`src/fmva_pkg.sv`:
```
`timescale 1ns / 1ps

package fmva_pkg;

	typedef struct packed {
		logic [1:0]  opcode;
		logic [6:0]  note_key;
		logic [12:0] freq_word;
	} cmd_t;

	typedef struct packed {
		logic [7:0] reg_addr;
		logic [7:0] reg_data;
		logic       last_write;
	} result_t;

	localparam logic [1:0] OP_NOTE_ON  = 2'd0;
	localparam logic [1:0] OP_NOTE_OFF = 2'd1;

	localparam logic [7:0] ADDR_FREQ_LO = 8'hA0;
	localparam logic [7:0] ADDR_FREQ_HI = 8'hB0;

	typedef enum logic [3:0] {
		S_IDLE,
		S_ON_INIT,
		S_ON_TEST,
		S_ON_ADV,
		S_ON_LO,
		S_ON_HI,
		S_OFF_INIT,
		S_OFF_TEST,
		S_OFF_ADV,
		S_OFF_LO,
		S_OFF_HI
	} step_t;

	typedef enum logic [2:0] {
		COND_ALWAYS,
		COND_DISPATCH,
		COND_FREE,
		COND_MATCH,
		COND_ON_END,
		COND_OFF_END
	} cond_t;

	typedef enum logic [1:0] {
		EMIT_NONE,
		EMIT_LO,
		EMIT_HI_ON,
		EMIT_HI_OFF
	} emit_t;

	typedef enum logic [1:0] {
		PTR_HOLD,
		PTR_FIRST,
		PTR_ZERO,
		PTR_INC
	} ptr_op_t;

	typedef struct packed {
		cond_t   cond;
		step_t   tgt_t;
		step_t   tgt_f;
		emit_t   emit;
		logic    alloc;
		logic    free_voice;
		ptr_op_t ptr;
	} uctl_t;

endpackage

```
`src/fmva_ucode_rom.sv`:
```
`timescale 1ns / 1ps

module fmva_ucode_rom (
	input  fmva_pkg::step_t step,
	output fmva_pkg::uctl_t ctl
);

	always_comb begin
		unique case (step)
			fmva_pkg::S_IDLE: begin
				ctl = '{fmva_pkg::COND_DISPATCH, fmva_pkg::S_IDLE, fmva_pkg::S_IDLE,
					fmva_pkg::EMIT_NONE, 1'b0, 1'b0, fmva_pkg::PTR_HOLD};
			end
			fmva_pkg::S_ON_INIT: begin
				ctl = '{fmva_pkg::COND_ALWAYS, fmva_pkg::S_ON_TEST, fmva_pkg::S_ON_TEST,
					fmva_pkg::EMIT_NONE, 1'b0, 1'b0, fmva_pkg::PTR_FIRST};
			end
			fmva_pkg::S_ON_TEST: begin
				ctl = '{fmva_pkg::COND_FREE, fmva_pkg::S_ON_LO, fmva_pkg::S_ON_ADV,
					fmva_pkg::EMIT_NONE, 1'b0, 1'b0, fmva_pkg::PTR_HOLD};
			end
			fmva_pkg::S_ON_ADV: begin
				ctl = '{fmva_pkg::COND_ON_END, fmva_pkg::S_IDLE, fmva_pkg::S_ON_TEST,
					fmva_pkg::EMIT_NONE, 1'b0, 1'b0, fmva_pkg::PTR_INC};
			end
			fmva_pkg::S_ON_LO: begin
				ctl = '{fmva_pkg::COND_ALWAYS, fmva_pkg::S_ON_HI, fmva_pkg::S_ON_HI,
					fmva_pkg::EMIT_LO, 1'b1, 1'b0, fmva_pkg::PTR_HOLD};
			end
			fmva_pkg::S_ON_HI: begin
				ctl = '{fmva_pkg::COND_ALWAYS, fmva_pkg::S_IDLE, fmva_pkg::S_IDLE,
					fmva_pkg::EMIT_HI_ON, 1'b0, 1'b0, fmva_pkg::PTR_HOLD};
			end
			fmva_pkg::S_OFF_INIT: begin
				ctl = '{fmva_pkg::COND_ALWAYS, fmva_pkg::S_OFF_TEST, fmva_pkg::S_OFF_TEST,
					fmva_pkg::EMIT_NONE, 1'b0, 1'b0, fmva_pkg::PTR_ZERO};
			end
			fmva_pkg::S_OFF_TEST: begin
				ctl = '{fmva_pkg::COND_MATCH, fmva_pkg::S_OFF_LO, fmva_pkg::S_OFF_ADV,
					fmva_pkg::EMIT_NONE, 1'b0, 1'b0, fmva_pkg::PTR_HOLD};
			end
			fmva_pkg::S_OFF_ADV: begin
				ctl = '{fmva_pkg::COND_OFF_END, fmva_pkg::S_IDLE, fmva_pkg::S_OFF_TEST,
					fmva_pkg::EMIT_NONE, 1'b0, 1'b0, fmva_pkg::PTR_INC};
			end
			fmva_pkg::S_OFF_LO: begin
				ctl = '{fmva_pkg::COND_ALWAYS, fmva_pkg::S_OFF_HI, fmva_pkg::S_OFF_HI,
					fmva_pkg::EMIT_LO, 1'b0, 1'b1, fmva_pkg::PTR_HOLD};
			end
			fmva_pkg::S_OFF_HI: begin
				ctl = '{fmva_pkg::COND_OFF_END, fmva_pkg::S_IDLE, fmva_pkg::S_OFF_TEST,
					fmva_pkg::EMIT_HI_OFF, 1'b0, 1'b0, fmva_pkg::PTR_INC};
			end
			default: begin
				ctl = '{fmva_pkg::COND_ALWAYS, fmva_pkg::S_IDLE, fmva_pkg::S_IDLE,
					fmva_pkg::EMIT_NONE, 1'b0, 1'b0, fmva_pkg::PTR_HOLD};
			end
		endcase
	end

endmodule

```
`src/fm_voice_allocator.sv`:
```
`timescale 1ns / 1ps
// Channel   | Ports                      | Handshake
// ----------+----------------------------+---------------------------------
// command   | start, busy, cmd           | taken when start & !busy
// config    | cfg_we, cfg_wdata          | mute written when cfg_we is high
// result    | strobe, result             | valid when strobe is high, no backpressure
//
// A microcoded sequencer walks the voices one at a time: a test step, then an advance
// step, or the LO and HI write steps for the chosen voice. Note-on: probes from the
// voice after the last allocated one, stops at the first free voice, or ends with no write.
// Note-off: walks every voice and writes both words for each matching voice.
// Other events and muted note-ons: busy never rises.
// Each word is registered and appears in the cycle after its step; the receiver cannot stall.
// Reset frees all voices, clears the last voice and the mute bit.

module fm_voice_allocator #(
	parameter int NUM_VOICES = 9
) (
	input  logic              clk,
	input  logic              arst_n,
	input  logic              start,
	output logic              busy,
	input  fmva_pkg::cmd_t    cmd,
	input  logic              cfg_we,
	input  logic              cfg_wdata,
	output logic              strobe,
	output fmva_pkg::result_t result
);

	localparam int VW = $clog2(NUM_VOICES);
	localparam logic [VW-1:0] LAST_IDX = VW'(NUM_VOICES - 1);

	fmva_pkg::step_t step_q, step_d;
	fmva_pkg::uctl_t ctl;

	logic                  mute_q;
	logic [6:0]            voice_key_q [NUM_VOICES];
	logic [NUM_VOICES-1:0] voice_busy_q;
	logic [VW-1:0]         last_voice_q;
	logic [VW-1:0]         ptr_q;
	logic [VW-1:0]         cnt_q;
	logic [6:0]            key_q;
	logic [12:0]           freq_q;
	logic [NUM_VOICES-1:0] match_q;
	logic [NUM_VOICES-1:0] match_d;
	logic                  accept;
	logic                  cond_hit;
	logic                  strobe_q;
	fmva_pkg::result_t     result_q;

	fmva_ucode_rom u_rom (
		.step (step_q),
		.ctl  (ctl)
	);

	assign accept = start && (step_q == fmva_pkg::S_IDLE);
	assign busy   = (step_q != fmva_pkg::S_IDLE);
	assign strobe = strobe_q;
	assign result = result_q;

	always_comb begin
		for (int v = 0; v < NUM_VOICES; v++) begin
			match_d[v] = voice_busy_q[v] && (voice_key_q[v] == cmd.note_key);
		end
	end

	always_comb begin
		unique case (ctl.cond)
			fmva_pkg::COND_FREE:    cond_hit = !voice_busy_q[ptr_q];
			fmva_pkg::COND_MATCH:   cond_hit = match_q[ptr_q];
			fmva_pkg::COND_ON_END:  cond_hit = (cnt_q == LAST_IDX);
			fmva_pkg::COND_OFF_END: cond_hit = (ptr_q == LAST_IDX);
			default:                cond_hit = 1'b1;
		endcase
	end

	always_comb begin
		step_d = cond_hit ? ctl.tgt_t : ctl.tgt_f;
		if (ctl.cond == fmva_pkg::COND_DISPATCH) begin
			step_d = fmva_pkg::S_IDLE;
			if (start) begin
				priority if (cmd.opcode == fmva_pkg::OP_NOTE_ON && !mute_q) begin
					step_d = fmva_pkg::S_ON_INIT;
				end else if (cmd.opcode == fmva_pkg::OP_NOTE_OFF) begin
					step_d = fmva_pkg::S_OFF_INIT;
				end else begin
					step_d = fmva_pkg::S_IDLE;
				end
			end
		end
	end

	always_ff @(posedge clk or negedge arst_n) begin
		if (!arst_n) begin
			step_q <= fmva_pkg::S_IDLE;
		end else begin
			step_q <= step_d;
		end
	end

	always_ff @(posedge clk or negedge arst_n) begin
		if (!arst_n) begin
			mute_q <= 1'b0;
		end else if (cfg_we) begin
			mute_q <= cfg_wdata;
		end
	end

	// latch the command word
	always_ff @(posedge clk) begin
		if (accept) begin
			key_q  <= cmd.note_key;
			freq_q <= cmd.freq_word;
		end
	end

	always_ff @(posedge clk or negedge arst_n) begin
		if (!arst_n) begin
			match_q <= '0;
		end else if (accept) begin
			match_q <= match_d;
		end else if (ctl.free_voice) begin
			match_q[ptr_q] <= 1'b0;
		end
	end

	always_ff @(posedge clk or negedge arst_n) begin
		if (!arst_n) begin
			ptr_q <= '0;
			cnt_q <= '0;
		end else begin
			unique case (ctl.ptr)
				fmva_pkg::PTR_FIRST: begin
					ptr_q <= (last_voice_q == LAST_IDX) ? '0 : last_voice_q + VW'(1);
					cnt_q <= VW'(1);
				end
				fmva_pkg::PTR_ZERO: begin
					ptr_q <= '0;
				end
				fmva_pkg::PTR_INC: begin
					ptr_q <= (ptr_q == LAST_IDX) ? '0 : ptr_q + VW'(1);
					cnt_q <= cnt_q + VW'(1);
				end
				default: begin
				end
			endcase
		end
	end

	always_ff @(posedge clk or negedge arst_n) begin
		if (!arst_n) begin
			voice_busy_q <= '0;
			last_voice_q <= '0;
		end else if (ctl.alloc) begin
			voice_busy_q[ptr_q] <= 1'b1;
			last_voice_q        <= ptr_q;
		end else if (ctl.free_voice) begin
			voice_busy_q[ptr_q] <= 1'b0;
		end
	end

	always_ff @(posedge clk) begin
		if (ctl.alloc) begin
			voice_key_q[ptr_q] <= key_q;
		end
	end

	always_ff @(posedge clk or negedge arst_n) begin
		if (!arst_n) begin
			strobe_q <= 1'b0;
		end else begin
			strobe_q <= (ctl.emit != fmva_pkg::EMIT_NONE);
		end
	end

	// the off word is last once no matching voice is left
	always_ff @(posedge clk) begin
		unique case (ctl.emit)
			fmva_pkg::EMIT_LO: begin
				result_q.reg_addr   <= fmva_pkg::ADDR_FREQ_LO + 8'(ptr_q);
				result_q.reg_data   <= freq_q[7:0];
				result_q.last_write <= 1'b0;
			end
			fmva_pkg::EMIT_HI_ON: begin
				result_q.reg_addr   <= fmva_pkg::ADDR_FREQ_HI + 8'(ptr_q);
				result_q.reg_data   <= {2'b00, 1'b1, freq_q[12:8]};
				result_q.last_write <= 1'b1;
			end
			fmva_pkg::EMIT_HI_OFF: begin
				result_q.reg_addr   <= fmva_pkg::ADDR_FREQ_HI + 8'(ptr_q);
				result_q.reg_data   <= {3'b000, freq_q[12:8]};
				result_q.last_write <= (match_q == '0);
			end
			default: begin
			end
		endcase
	end

	a_strobe_follows_step: assert property (@(posedge clk) disable iff (!arst_n)
		strobe |-> $past(busy))
		else $error("result word without a sequencer step");

	a_on_hi_ends: assert property (@(posedge clk) disable iff (!arst_n)
		(step_q == fmva_pkg::S_ON_HI) |=> !busy)
		else $error("note-on did not end after its key-on word");

	a_match_is_busy: assert property (@(posedge clk) disable iff (!arst_n)
		(step_q == fmva_pkg::S_OFF_TEST && match_q[ptr_q]) |-> voice_busy_q[ptr_q])
		else $error("note-off matched a free voice");

	a_last_in_range: assert property (@(posedge clk) disable iff (!arst_n)
		last_voice_q <= LAST_IDX)
		else $error("last voice out of range");

	a_alloc_free_voice: assert property (@(posedge clk) disable iff (!arst_n)
		ctl.alloc |-> !voice_busy_q[ptr_q])
		else $error("allocating a busy voice");

endmodule
```
`config.mk`:
```
export PLATFORM = sky130hd
export DESIGN_NAME = fm_voice_allocator
export DESIGN_NICKNAME = d
export VERILOG_FILES = /design/src/fmva_pkg.sv /design/src/fmva_ucode_rom.sv /design/src/fm_voice_allocator.sv
export SDC_FILE = /design/constraint.sdc
export NUM_CORES = 1
export LEC_CHECK = 0
export ABC_AREA = 1
export ABC_CLOCK_PERIOD_IN_PS = 4900
export BUFFER_PORTS_ARGS = -buffer_cell sky130_fd_sc_hd__buf_2
export CAP_MARGIN = 20
export CELL_PAD_IN_SITES_DETAIL_PLACEMENT = 1
export CELL_PAD_IN_SITES_GLOBAL_PLACEMENT = 2
export CORE_UTILIZATION = 43
export CTS_CLUSTER_SIZE = 28
export DETAILED_ROUTE_END_ITERATION = 10
export PLACE_DENSITY_LB_ADDON = 0.1
export SYNTH_ARGS = -nofsm -noshare
export SYNTH_HDL_FRONTEND = slang
export SYNTH_SLANG_ARGS = --single-unit
```
`constraint.sdc`:
```
create_clock -name clk -period 4.9 [get_ports clk]
set_input_delay 0.49 -clock clk [delete_from_list [all_inputs] [get_ports clk]]
set_output_delay 0.49 -clock clk [all_outputs]
set_load 0.005 [all_outputs]
```
Word-level counts from Yosys, hierarchy flattened --
Memories as Yosys holds them, arrays and structs flattened. Index checks and enable logic that the tools add are counted.
Operators by class: add/sub/neg operators 5, $lt $le $gt $ge 2, equality and inequality tests 24, muxes and demuxes 23, bitwise operators 4, reductions and logical operators 24
Operator list (number):
- $eq A7 B7 Y1 | 9
- $pmux W17 S3 | 1
- $mux W9 | 4
- $and A9 B9 Y9 | 2
- $add A8 B4 Y8 const A | 2
- $mux W4 | 4
- $add A4 B1 Y4 const B | 3
- $eq A4 B4 Y1 const B | 3
- $logic_and A1 B1 Y1 | 12
- $pmux W4 S3 | 1
- $logic_not A9 Y1 | 1
- $mux W3 | 3
- $not A9 Y9 | 1
- $or A9 B9 Y9 | 1
- $bmux W1 S4 | 2
- $eq A2 B2 Y1 const B | 4
- $pmux W4 S2 | 1
- $reduce_bool A2 Y1 | 4
- $eq A2 B1 Y1 const B | 3
- $eq A3 B2 Y1 const B | 2
- $eq A3 B3 Y1 const B | 2
- $reduce_bool A3 Y1 | 2
- $lt A4 B5 Y1 const B | 1
- $mux W1 | 5
- 8 further kinds | 9
Word-level totals: register bits after elaboration 73, memory bits (writable) 63, bits in read-only memories 272, output and inout bits 19, word-level logic and storage cells 97, memories 2
Memories:
- (no name shown) | words 16, bits a word 17, read ports 1, clocked after Yosys merged registers in 0, write ports 0, RTL line fmva_ucode_rom.sv:9 | unique case (step)
- voice_key_q | words 9, bits a word 7, read ports 9, clocked after Yosys merged registers in 0, write ports 1, RTL line fm_voice_allocator.sv:37 | logic [6:0] voice_key_q [NUM_VOICES];

Logic depth before layout (Yosys ltp) --
Gate-level depths: netlist of the first run.
depth in word-level cells 8, gate-level depth with buffers 13

Cells and area by module --
A second synthesis of the first run with hierarchy kept.
Unflattened totals: cell total of the unflattened synthesis 598, area, all modules 6329.8 um^2
By module, submodules not included:
- fm_voice_allocator | instances 1, cells an instance 544, area each 5965.7 um^2, sequential area each 3813.7 um^2
- fmva_ucode_rom | instances 1, cells an instance 54, area each 364.1 um^2, sequential area each 0.0 um^2

Least setup slack after synthesis of the first run --
Ideal clock, no wire load.
path kind reg-to-reg, start point reg step_q[0], end point reg result_q (netlist bit result[0]) (enable), library setup time 0.364 ns, arrival time 1.617 ns, required time 4.536 ns, slack 2.919 ns, cell stages (with the launch flop) 7, buffers on the path 0, period minus slack after synthesis 1.981 ns, cell sequence dfrtp_1 inv_1 ha_1 inv_1 o22ai_4 inv_2 nand2_1
Between the ends: cells in the longest elaborated chain, start to end 3, elaborated cells between the ends (all ways) 5, classes of those cells eq/ne (3); reduce/logical (1); memory (1)
RTL lines:
- start: declaration | RTL line fm_voice_allocator.sv:33 | fmva_pkg::step_t step_q, step_d;
- start signal: assignment | RTL line fm_voice_allocator.sv:95 | step_q <= fmva_pkg::S_IDLE;
- start signal: assignment | RTL line fm_voice_allocator.sv:97 | step_q <= step_d;
- $mem_v2 Z16 W17 *
- $eq A2 B2 Y1 / $eq A2 B1 Y1 (equally long branches) | RTL line fm_voice_allocator.sv:178 | unique case (ctl.emit)
- $reduce_bool A3 Y1 (no source line) *
- end: declaration | RTL line fm_voice_allocator.sv:49 | fmva_pkg::result_t result_q;
Mark *: on every way between the ends. The rest lies on a longest branch, timed or not. A chain may end at the register's enable or synchronous reset.

Worst setup path in the final report of the first run --
start point reg ptr_q[0], end point mem voice_key_q[8][6] (enable)
RTL lines:
- start: declaration | RTL line fm_voice_allocator.sv:40 | logic [VW-1:0] ptr_q;
- start signal: assignment | RTL line fm_voice_allocator.sv:134 | ptr_q <= (last_voice_q == LAST_IDX) ? '0 : last_voice_q + VW'(1);
- start signal: assignment | RTL line fm_voice_allocator.sv:141 | ptr_q <= (ptr_q == LAST_IDX) ? '0 : ptr_q + VW'(1);
- end: declaration | RTL line fm_voice_allocator.sv:37
No word-level cell before the write port.

==> results of run 1 <==
[worst max-delay path, cell delays in order, from the launching register on]
cell and delay (ns):
dfrtp_1 0.54, inv_1 0.39, ha_1 0.21, inv_1 0.07
nor3_1 0.24, inv_1 0.18, nor2_1 0.50
[state kept, by name, indices dropped and copies added (netlist names), named ones only]
signal and cells:
voice_key_q 63, key_q 7, step_q 3, last_voice_q 4, cnt_q 4, match_q 9, mute_q 1, result 14
strobe 1, freq_q 13, ptr_q 4
[through the flow]
stage / instance area (µm²) / cells / util, %
floorplan: 6120 / 558 / -
global placement: 6490 / 766 / 46.8
detailed placement: 6490 / 766 / 46.8
CTS: 7100 / 797 / 51.1
global route: 7100 / 797 / 51.1
finish: 7100 / 797 / 51.1
[final cells by class]
cell class	instances	area (µm²)	area share, %
Sequential cell	133	3810	53.7
Multi-Input combinational cell	337	1960	27.6
Clock buffer	17	425	5.99
Inverter	72	270	3.81
Timing Repair Buffer	44	225	3.17
Tap cell	180	225	3.17
Clock inverter	14	178	2.50
[kinds of logic (layout without fill, tap and decap cells)]
| group | after synthesis | after routing | synth area share (%) |
|---|---|---|---|
| xor gates and xnor gates | 37 | 37 | 5.30 |
| and+or+nand+nor | 199 | 199 | 14.7 |
| buffers and inverters | 88 | 147 | 5.73 |
| muxes | 1 | 1 | 0.184 |
| DFF | 133 | 133 | 62.3 |
| adders and majority gates | 14 | 14 | 2.86 |
| AOI/OAI and AO/OA | 83 | 83 | 8.78 |
| other | 2 | 3 | 0.123 |
[worst paths after layout]
check                                             end     start  cells after the start
setup / recovery                    voice_key_q[8][6]  ptr_q[0]                      6
hold / removal                                 strobe    arst_n                      1
setup reg to reg                    voice_key_q[8][6]  ptr_q[0]                      6
hold reg to reg                                mute_q    mute_q                      1
max in group asynchronous  asynchronous set/reset pin    arst_n                      1
min in group clk                            freq_q[2]    cmd[2]                      1
[cells in the final DEF (no fill, tap or decap), drive strengths merged, types with 3 or more instances in the layout]
cell type and instances:
buf 44, dfrtp 36, xor2 17, nor3 4, a221oi 6, nand2 96, conb 3, xnor2 20
edfxtp 97, nand3 33, nand4 10, a21oi 18, o211ai 3, clkinvlp 3, o22ai 31, bufinv 3
clkinv 7, clkbuf 17, nor2 48, nor4 6, inv 73, ha 14, o21ai 18
[cell usage after synthesis, drive strengths merged (3+ instances only)]
library cell / count / area [µm²]
dfrtp: 36 / 901
clkinv: 3 / 11.3
nor2: 48 / 203
inv: 69 / 259
nor4: 6 / 37.5
nand3: 33 / 170
o22ai: 31 / 221
edfxtp: 97 / 2910
xnor2: 20 / 175
buf: 10 / 57.6
o211ai: 3 / 22.5
ha: 14 / 175
a21oi: 18 / 90.1
xor2: 17 / 149
nand2: 96 / 378
clkbuf: 6 / 22.5
nor3: 4 / 20.0
o21ai: 18 / 90.1
a221oi: 6 / 52.6
nand4: 10 / 62.6
[routing by layer]
layer | share of wire [%] | wire, µm | up-vias | track usage [%]
met4 | 3.1 | 499 | 0 | 11.2
met5 | 0 | 0 | - | 0
li1 | - | - | 2013 | -
met3 | 3.4 | 537 | 38 | 4.89
met2 | 50 | 7990 | 97 | 40.3
met1 | 43 | 6860 | 2060 | 28.7
[power groups by stage]
| stage | combinational (mW) | sequential, mW | clock, mW |
|---|---|---|---|
| after floorplan | 0.699 | 1.60 | 0 |
| after global placement | 0.993 | 1.68 | 0 |
| after detailed placement | 1.01 | 1.69 | 0 |
| after CTS | 1.02 | 1.67 | 1.33 |
| after global routing | 1.14 | 1.69 | 1.37 |
| final | 1.01 | 1.66 | 1.31 |
==> metrics.yaml, run 1 <==
outcome: "completed"
grt_start_max_net_pins: 37
synthDistinctLibCells: 38
dieArea_mm2: 0.0147
cellPowerDensity_mw_per_mm2: 561
initial_utilization_pct: 44.1
ir_drop_mv: 0.346
clock_skew_ns: 0.00755
ys.warnings.count: 0
tritoncts_num_sinks: 133
relative_slew_slack_pct: 39.7
synth-edff-count: 97
place_congestion: 0.867
reg_power_share_pct: 41.8
worst-setup-path-type: "reg2reg"
period_share_pct: 51.0
synthToLayoutAreaGrowth_pct: 16.0
via_count_of_the_first_global_routing_pass: 4514
library_cell_used_as_clock_root_buffer: "clkbuf_16"
synthesis.area_per_instance_um2: 11.0
sequential_share_of_the_synthesized_area_pct: 62.3
syn-instance-count: 557
worst_pin_slew_ns: 0.904
avgViaCountPerCell: 5.28
drt_first_pass_iters: 4
postCtsSetupBuffers: 0
cts.reportedPaths.clkPinSlew_ns: 0.06
core.rowCount: 43
ctsLongestPathBuffers: 2
floorplan.die.height_um: 121
drt_first_iter_violations: 178
ff2ff_setup_slack_ns: 2.40
fillCellCount: 1516
floorplan.core_area_mm2: 0.0139
fin_ws_ns: 2.40
cp-end-kind: "register"
hold_ws_ns: 0.185
ys.flop_type: "edfxtp_1"
cp-start-kind: "register"
hold_viol: 0
pwr-share-clk_pct: 32.9
clock.fmax_ghz: 0.400
summed_negative_setup_slack_over_all_endpoints_ns: 0
leakage_dissipation_nw: 2.82
via_count: 4208
design_power_total_mw: 3.98
combPwrFrac_pct: 25.3
postSynth.asyncResetShare_pct: 27.1
worstHoldPathType: "in2async"
cts-buffers-inserted: 17
io_pins: 46
cts-htree-levels: 4
grt_antenna_before_repair: 0
global_route.overflow_total: 0
clk-insertion-delay-late_ns: 0.42
grtUsageTotal_pct: 23.7
rsz0062_at_grt: "no"
route.final.wire_length_mm: 15.9
crit_path_time_final_ns: 2.50
synth_area_mm2: 0.00612
cts_tree: "built"
nets: 646
drc: 0
setup_viol_count_final: 0
slew_violations: 0
swShare_pct: 34.6
synth.ff_latch_count: 133
max_cap_violations: 0
dieWidth_um: 121
crit_required_ns: 4.96
worst_ep_arrival_time_ns: 2.55
cts-resized-gates: 0
ant_nets_after_route: 0
power.net_switching_mw: 1.38
global_route_wire_length_before_repair_mm: 25.0
antenna-diode-count: 0
hold_buffers: 0
place_worst_setup_slack_ns: 2.46
crit_path_max_fanout: 14
wire_per_inst_um: 19.9
cell_internal_power_mw: 2.60
number_of_buffer_cells_added_on_primary_ports: 42
drive_gt1_share_pct: 15.6
place.detailed.hpwl_mm: 11.0
No activity file was read; power rests on OpenSTA's default activity.
==> inputs of run 2 (changes only) <==
--- a/config.mk
+++ b/config.mk
@@ -6,12 +6,12 @@
 export NUM_CORES = 1
 export LEC_CHECK = 0
 export ABC_AREA = 1
-export ABC_CLOCK_PERIOD_IN_PS = 4900
+export ABC_CLOCK_PERIOD_IN_PS = 2450
 export BUFFER_PORTS_ARGS = -buffer_cell sky130_fd_sc_hd__buf_2
 export CAP_MARGIN = 20
 export CELL_PAD_IN_SITES_DETAIL_PLACEMENT = 1
 export CELL_PAD_IN_SITES_GLOBAL_PLACEMENT = 2
-export CORE_UTILIZATION = 43
+export CORE_UTILIZATION = 40
 export CTS_CLUSTER_SIZE = 28
 export DETAILED_ROUTE_END_ITERATION = 10
 export PLACE_DENSITY_LB_ADDON = 0.1
==> constraint.sdc (replaced) <==
create_clock -name clk -period 2.45 [get_ports clk]
set_input_delay 0.245 -clock clk [delete_from_list [all_inputs] [get_ports clk]]
set_output_delay 0.245 -clock clk [all_outputs]
set_load 0.005 [all_outputs]
==> run 2 against run 1 <==
Net effect:
- the flow now finishes with violations (DRC)
- hold slack got worse by 0.15 ns
- flip-flop and latch count unchanged
- power is 99% higher
- final area rose by 3.0%
- final cell count grew 3.6%
- clock power rose by 94%
- first-iteration DRC count increased by 37%
- core utilization shrank 1.6 points
- maximum frequency is 15% higher
- critical endpoint is now result[11]
- critical path type unchanged
- die area increased by 7.4%
- non-clock buffer count increased by 26
- combinational power increased by 110%
==> metrics.yaml, run 2 (synthesis gave the netlist of run 1 again) <==
tritoncts_num_sinks: 133  # unchanged
cellPowerDensity_mw_per_mm2: 1080  # +93%
crit_path_max_fanout: 15  # +1
worst_pin_slew_ns: 0.891  # -0.0130 ns
postCtsSetupBuffers: 0  # unchanged
drc: 5  # +5
path_common_cell: "inv_1"
place_worst_setup_slack_ns: 0.234  # -2.23 ns
setup_viol_count_final: 0  # unchanged
floorplan.core_area_mm2: 0.0148  # +6.3%
critical_path.reg2reg.endpoint: "result[11]"
cp-end-kind: "register"
ir_drop_mv: 0.715  # +110%
worstHoldPathType: "in2reg"
clock_skew_ns: 0.0248  # +0.0172 ns
rsz0062_at_grt: "no"
worst_ep_arrival_time_ns: 2.23  # -0.32 ns
relative_slew_slack_pct: 40.6  # +0.86 points
ff2ff_setup_slack_ns: 0.27  # -2.13 ns
antenna-diode-count: 0  # unchanged
synthToLayoutAreaGrowth_pct: 19.5
path_cells: "inv_1, ha_1, inv_1, o22ai_4, inv_2, nand2_1"
global_route_wire_length_before_repair_mm: 24.8  # -0.66%
largest_reg_flops: 63  # unchanged
critical_path.reg2reg.startpoint: "step_q[0]"
failed_checks: "DRC"
cts-buffers-inserted: 17  # unchanged
grt_antenna_before_repair: 0  # unchanged
dpl-instance-area_mm2: 0.00659  # +1.5%
grt_start_max_net_pins: 37  # unchanged
drt_first_iter_violations: 244  # +37%
period_share_pct: 88.8  # +38 points
wire_per_inst_um: 18.7  # -6.4%
critPathLaunch: "step_q[0]"
final_common_cell: "edfxtp_1"
finalCoreUtilization_pct: 49.6  # -1.6 points
crit_path_top_delay_cell: "nand2_1"
place_congestion: 0.804  # -7.2%
cts.reportedPaths.clkPinSlew_ns: 0.06  # about the same
crit_required_ns: 2.50  # -2.46 ns
crit_path_time_final_ns: 2.18  # -0.322 ns
cts_tree: "built"
reg2reg_depth: 6  # unchanged
summed_negative_setup_slack_over_all_endpoints_ns: 0  # unchanged
via_count: 4288  # +1.9%
hold_viol: 0  # unchanged
ant_nets_after_route: 0  # unchanged
library_cell_used_as_clock_root_buffer: "clkbuf_16"
worst-setup-path-type: "reg2reg"
avgViaCountPerCell: 5.19  # -1.7%
dieWidth_um: 126  # +3.6%
core.rowCount: 44  # +2.3%
clock.fmax_ghz: 0.460  # +15%
outcome: "complete, but fails checks"
max_cap_violations: 0  # unchanged
initial_utilization_pct: 41.5  # -2.6 points
io_pins: 46  # unchanged
clk-insertion-delay-late_ns: 0.43  # about the same
design_power_total_mw: 7.92  # +99%
most-common-layout-cells: "edfxtp_1, nand2_1, inv_1"
drive_gt1_share_pct: 16.4  # +0.80 points
global_route.overflow_total: 0  # unchanged
number_of_buffer_cells_added_on_primary_ports: 42  # unchanged
slew_violations: 0  # unchanged
worstSetupEndpoint: "result[11]"
dieArea_mm2: 0.0158  # +7.4%
ctsLongestPathBuffers: 2  # unchanged
critical_path.max_stage_delay_ns: 0.49  # -0.05 ns
via_count_of_the_first_global_routing_pass: 4573  # +1.3%
cts-htree-levels: 4  # unchanged
hold_buffers: 14  # +14
drt_first_pass_iters: 8  # +4
grtUsageTotal_pct: 21.1  # -2.6 points
place.detailed.hpwl_mm: 10.6  # -3.7%
fin_ws_ns: 0.274  # -2.13 ns
cts-resized-gates: 0  # unchanged
max_flop_register: "voice_key_q"
design_area_mm2: 0.00731  # +3.0%
cp-start-kind: "register"
nets: 672  # +4.0%
leakage_dissipation_nw: 2.93  # +3.9%
floorplan.die.height_um: 126  # +3.6%
route.final.wire_length_mm: 15.4  # -3.0%
==> run 2: changes by cell type in the layout (fill, tap and decap cells not counted), sizes merged <==
cell,change
inv,-1
dlygate4sd3,+14
buf,+12
==> run 2: layout make-up <==
type	instances	area, µm²
inverter	72	270
timing repair buffer	70	455
sequential	133	3810
clock inverter	13	156
fill	1596	7440
clock buffer	17	425
multi-input combinational	337	1960
tap	184	230
==> run 2: routing by layer <==
metal | part of all wire (%) | global-route usage, %
met1 | 45 | 26.6
met2 | 50 | 36.0
met4 | 1.3 | 6.67
met5 | 0 | 0
met3 | 3.0 | 5.01
==> run 2: report_power, final <==
group | total (mW) | switching [mW] | internal [mW]
registers | 3.29 | 0.329 | 2.97
clock network | 2.54 | 0.961 | 1.58
logic | 2.08 | 1.38 | 0.696
==> run 2: worst min-delay path by stage <==
stage	start	endpoint	depth (start not counted)
after floorplan	arst_n	asynchronous set/reset pin	0
after global placement	arst_n	strobe	1
after detailed placement	cmd[12]	freq_q[12]	1
after CTS	cfg_wdata	mute_q	2
after global routing	cfg_wdata	mute_q	2
final	cfg_wdata	mute_q	2
==> run 2: critical path: cells and delay by family, from the launching register on <==
family | cells | cell delay [ns]
simple gates | 1 | 0.49
fa+ha+maj | 1 | 0.26
compound gates | 1 | 0.21
flops | 1 | 0.46
buf+inv | 3 | 0.39
==> run 2: through the flow <==
stage	instances	hold slack, ns
final	826	0.0395
after global routing	826	0.0455
after CTS	826	0.0350
after detailed placement	782	0.424
after global placement	782	0.422
after floorplan	558	-0.0506
==> inputs of run 3 (changes only) <==
--- a/config.mk
+++ b/config.mk
@@ -11,6 +11,7 @@
 export CAP_MARGIN = 20
 export CELL_PAD_IN_SITES_DETAIL_PLACEMENT = 1
 export CELL_PAD_IN_SITES_GLOBAL_PLACEMENT = 2
+export CORE_MARGIN = 3
 export CORE_UTILIZATION = 40
 export CTS_CLUSTER_SIZE = 28
 export DETAILED_ROUTE_END_ITERATION = 10
==> run 3 against run 2 <==
Net effect:
- the flow now finishes without violations
- die area increased by 6.5%
- worst setup slack improved by 0.030 ns
- core utilization increased by 0.15 points
- critical path type unchanged
- largest power group unchanged
- highest routed layer unchanged
==> metrics.yaml, run 3 (synthesis gave the netlist of run 1 again) <==
cts-buffers-inserted: 17  # unchanged
drt_first_pass_iters: 4  # -4
period_share_pct: 87.6  # -1.2 points
floorplan.die.height_um: 130  # +3.2%
design_area_mm2: 0.00733  # +0.31%
place_congestion: 0.864  # +7.5%
reg2reg_depth: 6  # unchanged
wire_per_inst_um: 19.0  # +1.9%
nets: 672  # unchanged
via_count: 4327  # +0.91%
rsz0062_at_grt: "no"
grt_antenna_before_repair: 0  # unchanged
outcome: "completed"
cts-htree-levels: 4  # unchanged
floorplan.core_area_mm2: 0.0148  # unchanged
drt_first_iter_violations: 298  # +22%
tritoncts_num_sinks: 133  # unchanged
ir_drop_mv: 0.850  # +19%
grt_start_max_net_pins: 37  # unchanged
postCtsSetupBuffers: 0  # unchanged
path_cells: "clkinv_1, ha_1, inv_1, nor3_1, inv_1, nor2_1"
hold_viol: 0  # unchanged
leakage_dissipation_nw: 2.94  # +0.26%
global_route.overflow_total: 0  # unchanged
relative_slew_slack_pct: 40.0  # -0.61 points
worst_ep_arrival_time_ns: 2.21  # -0.02 ns
drc: 0  # -5
worst_path_top_cell_family_by_delay: "simple AND/OR/NAND/NOR gates"
core.rowCount: 44  # unchanged
route.final.wire_length_mm: 15.7  # +2.1%
antenna-diode-count: 0  # unchanged
multiInputGateArea_mm2: 0.00196  # unchanged
largest_reg_flops: 63  # unchanged
fillCellCount: 1592  # -0.25%
crit_path_top_delay_cell: "nor2_1"
critical_path.max_stage_delay_ns: 0.49  # about the same
global_route_wire_length_before_repair_mm: 25.7  # +3.3%
grtUsageTotal_pct: 20.5  # -0.64 points
fin_ws_ns: 0.304  # +0.0300 ns
library_cell_used_as_clock_root_buffer: "clkbuf_16"
cellPowerDensity_mw_per_mm2: 1090  # +0.73%
finalCoreUtilization_pct: 49.7  # +0.15 points
worstHoldPathType: "in2reg"
setup_viol_count_final: 0  # unchanged
io_pins: 46  # unchanged
clock_skew_ns: 0.00751  # -0.0173 ns
via_count_of_the_first_global_routing_pass: 4692  # +2.6%
cts_tree: "built"
initial_utilization_pct: 41.5  # unchanged
cts.reportedPaths.clkPinSlew_ns: 0.06  # about the same
summed_negative_setup_slack_over_all_endpoints_ns: 0  # unchanged
crit_path_time_final_ns: 2.15  # -0.0300 ns
path_common_cell: "inv_1"
final_common_cell: "edfxtp_1"
dieArea_mm2: 0.0168  # +6.5%
sequential_cell_area_mm2: 0.00381  # unchanged
max_cap_violations: 0  # unchanged
cp-end-kind: "register"
synthToLayoutAreaGrowth_pct: 19.9
cp_num_cells: 6  # unchanged
drive_gt1_share_pct: 16.8  # +0.42 points
crit_path_max_fanout: 9  # -6
dieWidth_um: 130  # +3.2%
avgViaCountPerCell: 5.23  # +0.67%
crit_required_ns: 2.51  # about the same
timing.hold.worst_path_depth: 2  # unchanged
ctsLongestPathBuffers: 2  # unchanged
cp-start-kind: "register"
slew_violations: 0  # unchanged
worst-setup-path-type: "reg2reg"
worst_pin_slew_ns: 0.900  # +0.00918 ns
number_of_buffer_cells_added_on_primary_ports: 42  # unchanged
clk-insertion-delay-late_ns: 0.43  # about the same
most-common-layout-cells: "edfxtp_1, nand2_1, inv_1"
dpl-instance-area_mm2: 0.00660  # +0.19%
ant_nets_after_route: 0  # unchanged
place_worst_setup_slack_ns: 0.251  # +0.0177 ns
hold_ws_ns: 0.0471  # +0.00760 ns
path_buf_inv: 3  # unchanged
max_flop_register: "voice_key_q"
place.detailed.hpwl_mm: 10.7  # +1.3%
clock.fmax_ghz: 0.466  # +1.4%
[run 3: per-stage QoR]
step / instances / power, mW
3_5_place_dp: 782 / 5.47
5_1_grt: 828 / 8.52
2_1_floorplan: 558 / 4.61
4_1_cts: 828 / 8.10
3_3_place_gp: 782 / 5.42
6_report: 828 / 8.00
[run 3: cell type report]
cell class                 count  share of cell area, %
multi-input combinational    337                   26.7
sequential                   133                   52.0
tap                          184                   3.14
timing repair buffer          70                   6.38
clock buffer                  17                   5.80
clock inverter                15                   2.27
inverter                      72                   3.69
[run 3: path summary, 6_finish.rpt]
kind / from / end / slack, ns
min: cfg_wdata / mute_q / 0.05
max: ptr_q[1] / voice_key_q[8][1] / 0.30
min reg2reg: mute_q / mute_q / 0.51
min in group asynchronous: arst_n / last_voice_q[2] / 0.49
max in group asynchronous: arst_n / match_q[2] / 1.39
max reg2reg: ptr_q[1] / voice_key_q[8][1] / 0.30
[run 3: report_power, final]
group          internal, mW  switching [mW]  total, mW  leakage (nW)
logic                 0.732            1.40       2.13          1.30
registers              2.96           0.326       3.29          1.36
clock network          1.52            1.06       2.58         0.283
[run 3: timing repair]
item                                   CTS  global route
endpoints found under the hold margin   49             0
resized for setup                        0             0
hold buffers                            14             0
[run 3: per-layer routing]
metal | vias up | share of wire [%] | GRT usage (%)
met4 | 0 | 0.96 | 7.03
met1 | 2152 | 45 | 26.5
met5 | - | 0 | 0
met2 | 91 | 50 | 34.4
met3 | 14 | 3.8 | 4.29
li1 | 2070 | - | -
